$ cat src/rtl/core/rpn_pkg.sv
package rpn_pkg;

    localparam int DEFAULT_STACK_DEPTH = 16;

    localparam int VALUE_W    = 64;
    localparam int FRAC_W     = 32;
    localparam int OPERAND_W  = 32;
    localparam int OPCODE_W   = 2;
    localparam int STATUS_W   = 3;
    localparam int S_TDATA_W  = 40;
    localparam int OPCODE_LSB = OPERAND_W;

    typedef logic [VALUE_W-1:0] fx_t;

    localparam fx_t FX_POS_MAX = {1'b0, {(VALUE_W-1){1'b1}}};
    localparam fx_t FX_NEG_MIN = {1'b1, {(VALUE_W-1){1'b0}}};

    localparam logic KIND_PUSH = 1'b0;
    localparam logic KIND_OPER = 1'b1;

    typedef enum logic [OPCODE_W-1:0] {
        OP_ADD,
        OP_SUB,
        OP_MUL,
        OP_DIV
    } opcode_t;

    typedef enum logic [STATUS_W-1:0] {
        ST_OK,
        ST_UNDER,
        ST_OVER,
        ST_DIVZERO,
        ST_SAT
    } status_t;

    typedef enum logic [3:0] {
        S_IDLE,
        S_DECODE,
        S_RD_A,
        S_START,
        S_MUL,
        S_DIV,
        S_WB,
        S_CHECK_END,
        S_EMIT
    } ctrl_state_t;

    typedef enum logic {
        RD_TOP,
        RD_SECOND
    } rd_sel_t;

    // Commands from the controller to the datapath.
    typedef struct packed {
        logic    load_token;
        logic    push;
        logic    rd_en;
        rd_sel_t rd_sel;
        logic    take_b;
        logic    alu_start;
        logic    res_from_mul;
        logic    res_from_div;
        logic    write_back;
        logic    flag_en;
        status_t flag_code;
        logic    emit;
    } dp_cmd_t;

    // Status from the datapath back to the controller.
    typedef struct packed {
        logic    kind;
        opcode_t opcode;
        logic    last;
        logic    empty;
        logic    full;
        logic    lt2;
        logic    b_zero;
        logic    mul_done;
        logic    div_done;
        logic    out_free;
    } dp_stat_t;

    typedef struct packed {
        fx_t  value;
        logic sat;
    } sat_res_t;

    function automatic fx_t fx_mag(fx_t v);
        return v[VALUE_W-1] ? (~v + fx_t'(1)) : v;
    endfunction

    // Applies a sign to an unsigned magnitude and clamps to the signed range.
    function automatic sat_res_t sat_apply(fx_t mag, logic neg, logic ovf);
        sat_res_t r;
        if (neg) begin
            if (ovf || (mag > FX_NEG_MIN)) begin
                r.value = FX_NEG_MIN;
                r.sat   = 1'b1;
            end else begin
                r.value = ~mag + fx_t'(1);
                r.sat   = 1'b0;
            end
        end else begin
            if (ovf || (mag > FX_POS_MAX)) begin
                r.value = FX_POS_MAX;
                r.sat   = 1'b1;
            end else begin
                r.value = mag;
                r.sat   = 1'b0;
            end
        end
        return r;
    endfunction

    function automatic sat_res_t fx_addsub(fx_t a, fx_t b, logic sub);
        sat_res_t r;
        fx_t      sum;
        logic     ovf;
        sum = sub ? (a - b) : (a + b);
        if (sub) begin
            ovf = (a[VALUE_W-1] != b[VALUE_W-1]) && (sum[VALUE_W-1] != a[VALUE_W-1]);
        end else begin
            ovf = (a[VALUE_W-1] == b[VALUE_W-1]) && (sum[VALUE_W-1] != a[VALUE_W-1]);
        end
        r.sat   = ovf;
        r.value = ovf ? (a[VALUE_W-1] ? FX_NEG_MIN : FX_POS_MAX) : sum;
        return r;
    endfunction

endpackage

$ cat src/rtl/core/rpn_ctrl.sv
// Token sequencer: decodes each token and steps the datapath through
// stack reads, the arithmetic unit, write-back and the end-of-expression pop.
module rpn_ctrl
    import rpn_pkg::*;
(
    input  logic     aclk,
    input  logic     aresetn,
    input  logic     s_tvalid,
    output logic     s_tready,
    input  dp_stat_t stat,
    output dp_cmd_t  cmd
);

    ctrl_state_t state_reg;
    ctrl_state_t state_next;

    always_ff @(posedge aclk) begin
        if (!aresetn) begin
            state_reg <= S_IDLE;
        end else begin
            state_reg <= state_next;
        end
    end

    always_comb begin
        state_next = state_reg;
        cmd        = '0;
        s_tready   = 1'b0;
        unique case (state_reg)
            S_IDLE: begin
                s_tready = 1'b1;
                if (s_tvalid) begin
                    cmd.load_token = 1'b1;
                    state_next     = S_DECODE;
                end
            end
            S_DECODE: begin
                if (stat.kind == KIND_PUSH) begin
                    if (stat.full) begin
                        cmd.flag_en   = 1'b1;
                        cmd.flag_code = ST_OVER;
                    end else begin
                        cmd.push = 1'b1;
                    end
                    state_next = S_CHECK_END;
                end else if (stat.lt2) begin
                    cmd.flag_en   = 1'b1;
                    cmd.flag_code = ST_UNDER;
                    state_next    = S_CHECK_END;
                end else begin
                    cmd.rd_en  = 1'b1;
                    cmd.rd_sel = RD_TOP;
                    state_next = S_RD_A;
                end
            end
            S_RD_A: begin
                cmd.rd_en  = 1'b1;
                cmd.rd_sel = RD_SECOND;
                cmd.take_b = 1'b1;
                state_next = S_START;
            end
            S_START: begin
                cmd.alu_start = 1'b1;
                unique case (stat.opcode)
                    OP_ADD, OP_SUB: state_next = S_WB;
                    OP_MUL:         state_next = S_MUL;
                    OP_DIV:         state_next = stat.b_zero ? S_WB : S_DIV;
                    default:        state_next = S_WB;
                endcase
            end
            S_MUL: begin
                if (stat.mul_done) begin
                    cmd.res_from_mul = 1'b1;
                    state_next       = S_WB;
                end
            end
            S_DIV: begin
                if (stat.div_done) begin
                    cmd.res_from_div = 1'b1;
                    state_next       = S_WB;
                end
            end
            S_WB: begin
                cmd.write_back = 1'b1;
                state_next     = S_CHECK_END;
            end
            S_CHECK_END: begin
                if (!stat.last) begin
                    state_next = S_IDLE;
                end else begin
                    if (stat.empty) begin
                        cmd.flag_en   = 1'b1;
                        cmd.flag_code = ST_UNDER;
                    end else begin
                        cmd.rd_en  = 1'b1;
                        cmd.rd_sel = RD_TOP;
                    end
                    state_next = S_EMIT;
                end
            end
            S_EMIT: begin
                if (stat.out_free) begin
                    cmd.emit   = 1'b1;
                    state_next = S_IDLE;
                end
            end
            default: begin
                state_next = S_IDLE;
            end
        endcase
    end

endmodule

$ cat config.mk
export PLATFORM = sky130hd
export DESIGN_NAME = rpn_ctrl
export DESIGN_NICKNAME = d
export VERILOG_FILES = /design/src/rtl/core/rpn_pkg.sv /design/src/rtl/core/rpn_ctrl.sv
export SDC_FILE = /design/constraint.sdc
export NUM_CORES = 1
export LEC_CHECK = 0
export BUFFER_PORTS_ARGS = -buffer_cell sky130_fd_sc_hd__buf_2
export CAP_MARGIN = 20
export CORE_AREA = 2 2 39 41
export DETAILED_ROUTE_END_ITERATION = 8
export DIE_AREA = 0 0 41 43
export PLACE_DENSITY = 0.65
export SYNTH_ARGS = -nofsm -noshare
export SYNTH_HDL_FRONTEND = slang
export SYNTH_SLANG_ARGS = --single-unit
$ cat constraint.sdc
create_clock -name aclk -period 3.12 [get_ports aclk]
set_input_delay 0 -clock aclk [delete_from_list [all_inputs] [get_ports aclk]]
set_output_delay 0 -clock aclk [all_outputs]
set_load 0.05 [all_outputs]
==> summary.txt <==
Logic synthesis
  • Post-synthesis cell count: 56
  • Yosys top cell by area: dfxtp_1
  • Top cell type's share of synthesized area: 0.1888
  • Net Count, Synth: 70
  • Synth area leaders: dfxtp_1 (19%), and3_1 (8.8%), buf_4 (5.3%)
  • #FFs+latches synth: 4
  • Sequential area share after synthesis: 0.1888
  • Syn Area/Cell: 7.574 sq um
  • Mapped Area: 424.2 sq um
  • Ys Warns: 0
  • Yosys cell types: 29

Worst setup path
  • Peak fanout along the critical path: 13
  • Worst reg2reg setup slack: 1.56 ns
  • Crit start category: flip-flop
  • Worst EP arrival: 1.64 ns
  • Worst r2r src: state_reg[1]$_SDFFE_PN0P_
  • Kind of critical path: reg -> out
  • Worst setup EP type: primary output
  • Worst Path Required: 3.12 ns
  • Crit path from: state_reg[1]$_SDFFE_PN0P_

Global routing
  • Number of global-route vias before repair: 457
  • First-pass GRT wire length: 1807 um
  • Initial antenna violation count: 0
  • Global route overflow: 0
  • Maximum number of pins on one net before global-route repair: 14
  • GRT Total Usage: 0.1545

Detailed routing
  • Via Count: 496
  • Vias/cell: 5.113
  • Post-route ant nets: 0
  • Post-Route WL: 1126 um
  • Routed wire length per instance: 11.61 um
  • Starting DRT DRC Count: 4
  • # DRC: 0
  • Drt first pass iters: 2

Floorplanning
  • Row count: 14
  • Core Area: 1384 sq um
  • DIE HEIGHT: 43 um
  • Initial core utilization: 0.3065
  • Die width: 41 um
  • Die area: 1763 sq um
  • Top Ports: 29

Timing
  • Clock Skews: 0.001077 ns
  • Final Hold Vio Count: 0
  • Post-route setup TNS: 0 ns
  • RSZ-0062 raised after global routing: false
  • Setup ws final: 1.481 ns
  • Max-slew violations: 0
  • Crit share post-route: 0.5253
  • F_max: 610.2 MHz
  • Shortest period the worst path allows: 1.639 ns
  • # setup viols final: 0

Clock network
  • Worst-Skew Late Latency: 0.24 ns
  • Post-CTS setup buffer count: 0
  • Clk slew on worst S/H paths: 0.04 ns
  • Hold_buf cts: 0
  • Root Buffer: clkbuf_4
  • CTS tree: yes
  • PostCTS Resize Cnt: 0
  • TritonCTS buffer count: 3
  • CTS Buffer Depth: 2
  • CTS sink count: 4
  • CTS H-tree depth: 1

Finish
  • Most common cell after layout, fill and taps aside: buf_2
  • Fin nets: 97
  • Final Util: 0.4069
  • Number of flip-flops in the largest register: 4
  • Most frequent cells in the layout: buf_2 (27), and3_1 (6), nand2_1 (5)
  • Area Growth Syn to Fin: 32.74%
  • Fill count: 150
  • Number of inserted diodes: 0
  • Share of cells above drive strength 1: 0.4321

Pwr
  • Clock share of power: 0.142
  • Tot Pwr: 470.9 uW
  • NetSw: 277.0 uW
  • Switching share of power: 0.5883
  • Pwr dens: 836.4 nW/um^2
  • Logic pwr share: 0.636
  • Part of the power in registers: 0.222
  • Internal power: 193.9 uW
  • P_leak: 0.3152 nW
  • VDD IR max: 223.6 uV

Place
  • I/O Buffers: 27
  • Placement Setup Slack: 1.581 ns
  • Final HPWL DP: 872.2 um
  • Routability-driven placement congestion ratio: 0.7675

Job
  • Total of max-cap violations: 0

Outcome
  • Outcome: finished, final reports clean

Min path
  • HP Start: aresetn
  • Hold Crit Class: in -> reg
cells by family (layout without fill, tap and decap cells):
group           after synthesis  in the layout  share of synthesized area
simple gates                 29             29                     0.4160
compound gates               12             12                     0.2212
mux                           2              2                    0.04720
buf+inv                       8             33                     0.1180
other cells                   1              1                   0.008841
flops                         4              4                     0.1888
worst max-delay path: stages (launching register included):
cell	delay (ns)
dfxtp_1	0.44
or3_2	0.54
nor3_1	0.13
buf_2	0.28
power groups by stage:
stage / logic [mW] / registers [mW] / clock network [mW]
6_report: 0.300 / 0.104 / 0.0669
5_1_grt: 0.319 / 0.110 / 0.0687
4_1_cts: 0.301 / 0.103 / 0.0682
3_5_place_dp: 0.300 / 0.104 / 0
3_3_place_gp: 0.296 / 0.102 / 0
2_1_floorplan: 0.284 / 0.0740 / 0
cell type report:
type / instances / area, sq um / area share
inverter: 3 / 11.26 / 0.02000
clock buffer: 3 / 22.52 / 0.04000
multi-input combinational: 44 / 294.0 / 0.5222
timing repair buffer: 27 / 135.1 / 0.2400
tap: 16 / 20.02 / 0.03556
sequential: 4 / 80.08 / 0.1422
synthesized netlist by cell type (all sizes together):
cell type / count
and3: 6
buf: 5
nand2: 5
dfxtp: 4
nor2: 4
inv: 3
nor3: 3
o21ai: 3
a21boi: 2
a31oi: 2
mux2i: 2
nand3: 2
nor3b: 2
a21o: 1
a221o: 1
a311oi: 1
and2b: 1
conb: 1
nand2b: 1
nand3b: 1
nand4b: 1
nor2b: 1
o221ai: 1
o41ai: 1
or2b: 1
or3: 1
through the flow:
stage / std cells / area [sq um] / hold slack, ns
after global routing: 97 / 563.0 / 0.06618
final: 97 / 563.0 / 0.04043
after CTS: 97 / 563.0 / 0.03830
after global placement: 94 / 540.5 / 0.2903
after detailed placement: 94 / 540.5 / 0.2889
after floorplan: 56 / 424.2 / 0.1538
layer usage:
metal	part of all wire	global-route usage	vias up
met5	0	0	-
met4	0.034	0.1200	0
li1	-	-	251
met3	0.079	0.02094	5
met1	0.44	0.1923	218
met2	0.45	0.2250	22
path summary, 6_finish.rpt:
| path | end | cells after the start |
|---|---|---|
| worst min-delay path | state_reg[3]$_SDFFE_PN0P_ | 2 |
| worst max-delay path | cmd[13] | 3 |
| worst min register to register | state_reg[3]$_SDFFE_PN0P_ | 2 |
| worst max register to register | state_reg[0]$_SDFFE_PN0P_ | 3 |
Power figures use the tool's default switching activity.
